--- src/hdl/ipv6hp_pkg.sv ---
// ============================================================================
// ipv6hp_pkg
// Shared types and constants for the IPv6 header chain parser.
// ============================================================================
package ipv6hp_pkg;

    localparam int OFFSET_WIDTH = 17;
    localparam logic [OFFSET_WIDTH-1:0] OFF_MAX = {OFFSET_WIDTH{1'b1}};

    localparam logic [7:0] T_HOP     = 8'd0;
    localparam logic [7:0] T_ROUTING = 8'd43;
    localparam logic [7:0] T_FRAG    = 8'd44;
    localparam logic [7:0] T_AH      = 8'd51;
    localparam logic [7:0] T_DEST    = 8'd60;

    localparam logic [2:0] K_BASE    = 3'd0;
    localparam logic [2:0] K_EXT     = 3'd5;
    localparam logic [2:0] K_FRAG    = 3'd6;
    localparam logic [2:0] K_SUMMARY = 3'd7;

    localparam int QDEPTH = 4;
    localparam int QAW    = 2;

    typedef enum logic [2:0] {
        PH_FIXED   = 3'd0,
        PH_EXT0    = 3'd1,
        PH_EXT1    = 3'd2,
        PH_BODY    = 3'd3,
        PH_PAYLOAD = 3'd4
    } phase_t;

    typedef struct packed {
        logic [7:0] data_byte;
        logic       packet_end;
    } in_word_t;

    typedef struct packed {
        logic [2:0]  record_kind;
        logic [63:0] record_value;
        logic        last_of_run;
    } out_word_t;

    // up to two records caused by one byte
    typedef struct packed {
        logic      two;
        out_word_t rec0;
        out_word_t rec1;
    } job_t;

    function automatic logic [11:0] header_len(input logic [7:0] t, input logic [7:0] len);
        logic [11:0] r;
        begin
            if (t == T_FRAG) begin
                r = 12'd8;
            end else if (t == T_AH) begin
                r = ({4'd0, len} + 12'd2) << 2;
            end else begin
                r = ({4'd0, len} + 12'd1) << 3;
            end
            return r;
        end
    endfunction

endpackage

--- src/hdl/ipv6hp_back.sv ---
// ============================================================================
// ipv6hp_back
// Issues the one or two records of each job, one word per cycle while m_ready is high.
// ============================================================================
module ipv6hp_back
    import ipv6hp_pkg::*;
(
    input  logic      aclk,
    input  logic      aresetn,
    input  logic      job_valid,
    input  job_t      job,
    output logic      job_ready,
    output logic      m_valid,
    output out_word_t m_data,
    input  logic      m_ready
);

    logic second_reg;

    assign m_valid = job_valid;
    assign m_data = second_reg ? job.rec1 : job.rec0;
    assign job_ready = m_ready && (second_reg || !job.two);

    always_ff @(posedge aclk) begin
        if (!aresetn) begin
            second_reg <= 1'b0;
        end else if (job_valid && m_ready) begin
            second_reg <= !second_reg && job.two;
        end
    end

endmodule

--- config.mk ---
export PLATFORM = sky130hd
export DESIGN_NAME = ipv6hp_back
export DESIGN_NICKNAME = d
export VERILOG_FILES = /design/src/hdl/ipv6hp_pkg.sv /design/src/hdl/ipv6hp_back.sv
export SDC_FILE = /design/constraint.sdc
export NUM_CORES = 1
export LEC_CHECK = 0
export ABC_CLOCK_PERIOD_IN_PS = 2100
export BUFFER_PORTS_ARGS = -buffer_cell sky130_fd_sc_hd__buf_2
export CAP_MARGIN = 10
export CELL_PAD_IN_SITES_DETAIL_PLACEMENT = 0
export CELL_PAD_IN_SITES_GLOBAL_PLACEMENT = 2
export CORE_ASPECT_RATIO = 1.5
export CORE_MARGIN = 2
export CORE_UTILIZATION = 10
export DETAILED_ROUTE_END_ITERATION = 8
export PLACE_DENSITY = 0.95
export SYNTH_ARGS = -nofsm -noshare
export SYNTH_HDL_FRONTEND = slang
export SYNTH_SLANG_ARGS = --single-unit
--- constraint.sdc ---
create_clock -name aclk -period 2.1 [get_ports aclk]
set_input_delay 0.42 -clock aclk [delete_from_list [all_inputs] [get_ports aclk]]
set_output_delay 0.42 -clock aclk [all_outputs]
set_load 0.005 [all_outputs]
==> summary.md <==
| Metric | Value |
|---|---|
| Commonest cells in the netlist | `59 x mux2_2, 9 x mux2_4, 7 x buf_6` |
| Max Slew Vio Count | `0` |
| Die area | `10400 um2` |
| Post-synth top area share | `0.694` |
| Port-buffer cells | `210` |
| GRT Resource Usage Total | `0.0620` |
| ANT cells | `0` |
| Distinct cells, synth | `11` |
| PostCTS Resize Cnt | `0` |
| # setup viols final | `0` |
| Top cells by area, synth | `mux2_2 69%, mux2_4 14%, buf_6 8.2%` |
| YS warnings | `0` |
| Status | `finished clean` |
| Period utilisation layout | `0.737` |
| Cell Count, Final, Fillers Out | `398` |
| Number of synthesized flops with an enable pin | `0` |
| Core area | `9310 um2` |
| Share of power burned in registers | `0.052` |
| Routed vias/inst | `3.68` |
| CP delay by family, top | `buffers and inverters` |
| Async S/R FF share, synth | `0` |
| Largest register FFs | `1` |
| Vias in the first global route | `1267` |
| Share of cells above drive strength 1 | `0.983` |
| Crit path time final | `1.55 ns` |
| RSZ-0062 raised after global routing | `false` |
| Routability Congestion | `0.698` |
| Most numerous cell in the Yosys netlist | `mux2_2` |
| First-pass GRT wire length | `5530 um` |
| Critical path class | `reg2out` |
| DP Wirelength | `3800 um` |
| Inst Count DP | `398` |
| CP bufs+invs | `2` |
| Post-DR wirelength/cell | `10.5 um` |
| Final clock skew | `0 ns` |
| Initial Utilization | `0.103` |
| DR vias | `1463` |
| Max incr delay on CP | `0.38 ns` |
| Seq/Total Area, Yosys | `0.0209` |
| Worst EP required | `1.68 ns` |
| Internal power | `271 uW` |
| Yosys reg bits | `1` |
| VDD IR-drop max | `0.0000461 V` |
| HP Class | `in2reg` |
| CP Launch Type | `register` |
| Sw Pwr | `127 uW` |
| Tightest Pin Transition | `0.276 ns` |
| Leakage | `0.00114 uW` |
| Die Ht | `124 um` |
| Slowest-stage cell, CP | `mux2_2` |
| Post-CTS Hold Buffers | `0` |
| Post-synth net total | `224` |
| Post-synth top flop | `dfxtp_1` |
| Pwr Density | `192 nW/um2` |
| Final Hold Fails | `0` |
| Worst Path Arrival | `1.13 ns` |
| Routed Antenna Nets | `0` |
| Setup bufs post-CTS | `0` |
| Mapped Avg Cell Area | `11.5 um2` |
| Syn-to-layout area delta | `117%` |
| Die width | `83.9 um` |
| Post-route setup TNS | `0 ns` |
| Relative slew slack | `0.816` |
| Clock network fraction of total power | `0` |
| Post-Syn Area | `957 um2` |
| Reg clk slew, reported paths | `0 ns` |
| Starting DRT DRC Count | `17` |
| Max FO, Critical Path | `52` |
| Final #Nets | `429` |
| Routed WL | `4180 um` |
| TritonRoute pass-1 iters | `4` |
| Largest net degree at the start of global routing | `53` |
| Max Cap Viol | `0` |
| Site Rows | `43` |
| Combinational fraction of design power | `0.948` |
| Max Freq | `646 MHz` |
| CP Capture Type | `output pin` |
| Critical-path cell list | `buf_12 > mux2_2 > buf_2` |
| Sw frac | `0.319` |
| Hold slack | `0.623 ns` |
| Initial antenna violation count | `0` |
| GRT overflow | `0` |
| # IOs | `211` |
| Synth area leader | `mux2_2` |
| # DRC | `0` |
| Later-pin clock latency in the skew report | `0 ns` |
| Cells after Synth | `83` |
[layout make-up]
cell class / instances / area, um2
fill: 1035 / 7230
inverter: 1 / 3.75
multi-input combinational: 72 / 832
sequential: 1 / 23.8
tap: 112 / 140
timing repair buffer: 212 / 1080
[worst register-to-register path, stage by stage (launching register included)]
cell and delay, ns:
dfxtp_4 0.34, buf_4 0.28, and4b_1 0.23, o21a_1 0.17
[cell usage in the layout (no fill, tap or decap)]
master / count
a21boi_0: 1
a21boi_1: 1
and4b_1: 1
buf_12: 1
buf_2: 210
buf_4: 1
dfxtp_4: 1
inv_1: 1
mux2_2: 59
mux2_4: 9
o21a_1: 1
[layer usage]
layer / wire length, um / global-route usage / share of wire / vias to the layer above
met3: 586 / 0.0159 / 0.14 / 0
met2: 2330 / 0.136 / 0.56 / 121
met5: 0 / 0 / 0 / -
met1: 1260 / 0.0605 / 0.30 / 622
met4: 0 / 0 / 0 / 0
li1: - / - / - / 720
[through the flow]
step | setup slack, ns | utilization | power, uW | area (um2)
2_1_floorplan | 0.767 | - | 190 | 957
3_3_place_gp | 0.555 | 0.223 | 399 | 2080
3_5_place_dp | 0.534 | 0.223 | 406 | 2080
4_1_cts | 0.534 | 0.223 | 407 | 2080
5_1_grt | 0.499 | 0.223 | 435 | 2080
6_report | 0.552 | 0.223 | 398 | 2080
[worst paths after layout]
check	start	slack (ns)	cells past startpoint	endpoint
hold reg to reg	second_reg	0.91	3	second_reg
setup reg to reg	second_reg	0.96	3	second_reg
setup / recovery	second_reg	0.55	3	m_data[28]
hold / removal	aresetn	0.62	2	second_reg
[cells by family (layout without fill, tap and decap cells)]
| family | after synthesis | after routing | share of synthesized area |
|---|---|---|---|
| buf+inv | 10 | 213 | 0.110 |
| flops | 1 | 1 | 0.0209 |
| mux | 68 | 68 | 0.835 |
| compound gates | 3 | 3 | 0.0235 |
| simple gates | 1 | 1 | 0.0105 |
[power by group through the flow]
stage          Combinational (uW)  Sequential [uW]  Clock (uW)
3_3_place_gp                  379             20.5           0
4_1_cts                       387             20.6           0
6_report                      377             20.6           0
2_1_floorplan                 170             20.6           0
3_5_place_dp                  385             20.6           0
5_1_grt                       414             20.7           0
Note: power is estimated with default switching activity, not from simulation.
