File: config.mk
export PLATFORM = sky130hd
export DESIGN_NAME = ipv6hp_queue
export DESIGN_NICKNAME = d
export VERILOG_FILES = /design/src/hdl/ipv6hp_pkg.sv /design/src/hdl/ipv6hp_queue.sv
export SDC_FILE = /design/constraint.sdc
export NUM_CORES = 1
export LEC_CHECK = 0
export BUFFER_PORTS_ARGS = -buffer_cell sky130_fd_sc_hd__clkbuf_2
export CAP_MARGIN = 20
export CORE_MARGIN = 2
export CORE_UTILIZATION = 30
export DETAILED_ROUTE_END_ITERATION = 8
export SLEW_MARGIN = 20
export SYNTH_ARGS = -nofsm -noshare
export SYNTH_HDL_FRONTEND = slang
export SYNTH_SLANG_ARGS = --single-unit
File: constraint.sdc
create_clock -name aclk -period 4.2 [get_ports aclk]
set_clock_uncertainty 0.15 [all_clocks]
set_input_delay 0.42 -clock aclk [delete_from_list [all_inputs] [get_ports aclk]]
set_output_delay 0.42 -clock aclk [all_outputs]
set_load 0.02 [all_outputs]
File: src/hdl/ipv6hp_pkg.sv
// ============================================================================
// ipv6hp_pkg
// Shared types and constants for the IPv6 header chain parser.
// ============================================================================
package ipv6hp_pkg;

    localparam int OFFSET_WIDTH = 17;
    localparam logic [OFFSET_WIDTH-1:0] OFF_MAX = {OFFSET_WIDTH{1'b1}};

    localparam logic [7:0] T_HOP     = 8'd0;
    localparam logic [7:0] T_ROUTING = 8'd43;
    localparam logic [7:0] T_FRAG    = 8'd44;
    localparam logic [7:0] T_AH      = 8'd51;
    localparam logic [7:0] T_DEST    = 8'd60;

    localparam logic [2:0] K_BASE    = 3'd0;
    localparam logic [2:0] K_EXT     = 3'd5;
    localparam logic [2:0] K_FRAG    = 3'd6;
    localparam logic [2:0] K_SUMMARY = 3'd7;

    localparam int QDEPTH = 4;
    localparam int QAW    = 2;

    typedef enum logic [2:0] {
        PH_FIXED   = 3'd0,
        PH_EXT0    = 3'd1,
        PH_EXT1    = 3'd2,
        PH_BODY    = 3'd3,
        PH_PAYLOAD = 3'd4
    } phase_t;

    typedef struct packed {
        logic [7:0] data_byte;
        logic       packet_end;
    } in_word_t;

    typedef struct packed {
        logic [2:0]  record_kind;
        logic [63:0] record_value;
        logic        last_of_run;
    } out_word_t;

    // up to two records caused by one byte
    typedef struct packed {
        logic      two;
        out_word_t rec0;
        out_word_t rec1;
    } job_t;

    function automatic logic [11:0] header_len(input logic [7:0] t, input logic [7:0] len);
        logic [11:0] r;
        begin
            if (t == T_FRAG) begin
                r = 12'd8;
            end else if (t == T_AH) begin
                r = ({4'd0, len} + 12'd2) << 2;
            end else begin
                r = ({4'd0, len} + 12'd1) << 3;
            end
            return r;
        end
    endfunction

endpackage

File: src/hdl/ipv6hp_queue.sv
// ============================================================================
// ipv6hp_queue
// Small queue of per-byte record jobs between the front and the back.
// ============================================================================
module ipv6hp_queue
    import ipv6hp_pkg::*;
(
    input  logic aclk,
    input  logic aresetn,
    input  logic wr_valid,
    input  job_t wr_job,
    output logic wr_ready,
    output logic rd_valid,
    output job_t rd_job,
    input  logic rd_ready
);

    job_t          mem_reg [QDEPTH];
    logic [QAW-1:0] wp_reg, rp_reg;
    logic [QAW:0]   cnt_reg;
    logic           push, pop;

    // front checks room ahead of the byte, so keep one slot spare
    assign wr_ready = cnt_reg < (QAW+1)'(QDEPTH - 1);
    assign rd_valid = cnt_reg != '0;
    assign rd_job = mem_reg[rp_reg];
    assign push = wr_valid;
    assign pop = rd_valid && rd_ready;

    always_ff @(posedge aclk) begin
        if (push) begin
            mem_reg[wp_reg] <= wr_job;
        end
    end

    always_ff @(posedge aclk) begin
        if (!aresetn) begin
            wp_reg <= '0;
            rp_reg <= '0;
            cnt_reg <= '0;
        end else begin
            if (push) begin
                wp_reg <= wp_reg + 1'b1;
            end
            if (pop) begin
                rp_reg <= rp_reg + 1'b1;
            end
            cnt_reg <= cnt_reg + (QAW+1)'(push) - (QAW+1)'(pop);
        end
    end

endmodule

==> run_results.csv <==
group,metric,value,unit
critical_path,crit_buf_inv,2,
floorplanning,initial_utilization,0.3023,
critical_path,endpoint,"rd_job[90]",
critical_path,start_kind,"register",
floorplanning,core_area,66920,sq um
synthesis,postSynthCellCount,762,
critical_path,cp.required,3630,ps
drt,first_iter_violations,723,
floorplanning,die_h,263.7,microns
sta,worst_pin_slew,725.8,ps
clock_network,h-tree-depth,2,
clock_network,clock-sinks,557,
clock_network,cts_made_buffers,59,
pwr,p_per_area,542.8,nW/um^2
synthesis,synth_common_cells,"edfxtp_1 (548), mux4_2 (137), buf_2 (14)",
sta,setup_tns,0,ps
floorplanning,die_area,69520,sq um
drt,ant_nets,0,
pwr,leakagePower,8.709,nW
placement,post-dp-hpwl,24.46,mm
synthesis,synth_nets,911,
critical_path,ff2ff_path_depth,7,
clock_network,hold_buffers,138,
global_routing,antenna_found_initial,2,
clock_network,path_clk_slew,60,ps
cells_and_area,diodes,0,
drt,vias,9574,
critical_path,r2r_slack,2010,ps
critical_path,crit_chain,"buf_4 -> mux4_2 -> clkbuf_2",
synthesis,synth.distinct_cells,20,
critical_path,crit_slowest_cell,"dfxtp_4",
clock_network,clock_path_buffers,3,
synthesis,syn_area_per_cell,26.55,sq um
floorplanning,placementRows,95,
synthesis,async_flop_share,0,
cells_and_area,area_growth,28.05,%
sta,drv_slew,0,
global_routing,grtUsageTotal,0.1201,
drt,drc,0,
cells_and_area,nFillCells,5899,
critical_path,critPathTopFamily,"flip-flops",
critical_path,crit_type,"register to output port",
clock_network,cts_tree,"built",
synthesis,syn_area,20230,sq um
sta,fin_crit_sh,0.7542,
global_routing,grt_pass1_vias,10660,
synthesis,ys.flop_type,"edfxtp_1",
placement,portBuffers,279,
critical_path,endpoint_kind,"output port",
sta,hold_violations,0,
drt,vias_per_cell,4.472,
clock_network,post_cts_buffers,0,
synthesis,synth_most_common_cell,"edfxtp_1",
sta,clock.fmax,0.3157,GHz
drt,drt-total-wl,41.73,mm
drt,drt_pass1_iterations,7,
outcome,status,"complete, no violations",
synthesis,yosysSeqAreaShare,0.8224,
cells_and_area,largest_reg_flops,548,
placement,place_inst,1902,
critical_path,timing.rr.end,"cnt_reg[2]",
critical_path,cp.depth,3,
synthesis,ys_seq_elements,557,
clock_network,cts_resized,0,
floorplanning,die_width,263.7,microns
pwr,max-vdd-ir-drop,0.3607,mV
floorplanning,io_pins,280,
global_routing,grt-ovfl-total,0,
critical_path,timing.rr.start,"cnt_reg[1]",
global_routing,grt_pass1_wl,63.63,mm
sta,relSlewSlack,0.5161,
synthesis,synth-edff-count,548,
cells_and_area,nets,1377,
sta,finalSetupViolCount,0,
synthesis,synth_top_cell_by_area,"edfxtp_1",
critical_path,cp.arrival,2600,ps
synthesis,yosysWarnings,0,
worst_hold_path,min_from,"rd_ready",
run,drv_cap,0,
drt,wire_per_inst,19.49,microns
clock_network,clock_latency,600,ps
worst_hold_path,hold_class,"input port to register",
sta,grt_setup_unrepaired,"no",
synthesis,yosysTopAreaCellShare,0.8135,
critical_path,cpPeakStageDelay,820,ps
placement,routabilityCongestion,0.7040,
global_routing,grt_max_degree,63,
critical_path,path_max_fanout,42,
cells_and_area,final_cell_count_no_fill,2141,
sta,fin_crit,3168,ps
synthesis,synthTopCellsByArea,"edfxtp_1 (81%), mux4_2 (15%), dfxtp_1 (0.89%), ha_1 (0.43%), buf_6 (0.39%)",
cells_and_area,final_layout_size_suffix_gt1_frac,0.4085,
clock_network,root_buffer,"clkbuf_16",
==> worst min-delay path by stage <==
stage                to  slack, ps  depth (start not counted)
6_report       register         60                          3
5_1_grt        register         50                          3
4_1_cts        register         20                          3
3_5_place_dp   register        320                          2
3_3_place_gp   register        300                          2
2_1_floorplan  register        300                          2
==> cell families after synthesis <==
kind of cell	synth area share
AOI/OAI and AO/OA	0.001113
xor gates and xnor gates	0.0008661
muxes	0.1545
buffers and inverters	0.01181
DFF	0.8224
adders and majority gates	0.005319
and+or+nand+nor	0.004020
==> layout by cell type (no fill, tap or decap) <==
| cell | count |
|---|---|
| clkbuf_16 | 60 |
| and2_1 | 4 |
| clkinv_2 | 8 |
| o31a_1 | 1 |
| buf_4 | 10 |
| xor2_1 | 2 |
| dfxtp_4 | 2 |
| dlygate4sd3_1 | 138 |
| dfxtp_1 | 7 |
| buf_12 | 8 |
| mux2i_1 | 4 |
| clkinv_4 | 4 |
| nand3_1 | 1 |
| nand2_1 | 2 |
| nor2b_1 | 1 |
| clkinv_1 | 12 |
| nand2b_1 | 2 |
| mux4_2 | 137 |
| ha_1 | 7 |
| inv_6 | 2 |
| and2_4 | 4 |
| clkbuf_2 | 279 |
| clkbuf_1 | 11 |
| fa_1 | 1 |
| inv_1 | 7 |
| bufinv_16 | 2 |
| clkinv_8 | 1 |
| a21oi_1 | 1 |
| clkinvlp_4 | 1 |
| o311ai_0 | 1 |
| edfxtp_1 | 548 |
==> per-stage QoR <==
| stage | hold slack [ps] | area [sq um] | worst slack [ps] | total power [mW] | util |
|---|---|---|---|---|---|
| global route | 50.82 | 25900 | 830.9 | 14.66 | 0.3871 |
| floorplan | 298.9 | 20230 | 1384 | 8.499 | - |
| finish | 57.41 | 25900 | 1032 | 14.06 | 0.3871 |
| CTS | 16.79 | 25900 | 904.3 | 14.32 | 0.3871 |
| global placement | 298.9 | 22760 | 1567 | 9.360 | 0.3401 |
| detailed placement | 323.9 | 22760 | 1567 | 9.393 | 0.3401 |
==> power by group <==
group	total, mW	switching, mW	internal (mW)
logic	2.74	1.53	1.21
registers	6.56	0.155	6.40
clock network	4.76	2.04	2.72
==> worst reg2reg max path, delay by kind of cell (launching register included) <==
| family | cells | cell delay (ps) |
|---|---|---|
| compound gates | 1 | 360 |
| fa+ha+maj | 3 | 900 |
| flops | 1 | 330 |
| simple gates | 1 | 150 |
| xor+xnor | 1 | 160 |
| buf+inv | 1 | 40 |
==> layout make-up <==
class / instances / area [sq um] / share of cell area
clock buffers: 71 / 1543 / 0.05956
clock inverters: 30 / 221.5 / 0.008549
inverters: 7 / 26.28 / 0.001014
multi-input cells: 168 / 3364 / 0.1299
flip-flops and latches: 557 / 16640 / 0.6425
well taps: 873 / 1092 / 0.04217
repair buffers: 435 / 3013 / 0.1163
==> metal layers <==
layer | wire (microns) | vias to the layer above | global-route usage
li1 | - | 4237 | -
met1 | 16960 | 4985 | 0.1463
met2 | 20940 | 274 | 0.2074
met3 | 2872 | 74 | 0.03430
met4 | 930 | 4 | 0.03521
met5 | 27 | - | 0
(Power assumes the default switching activity.)
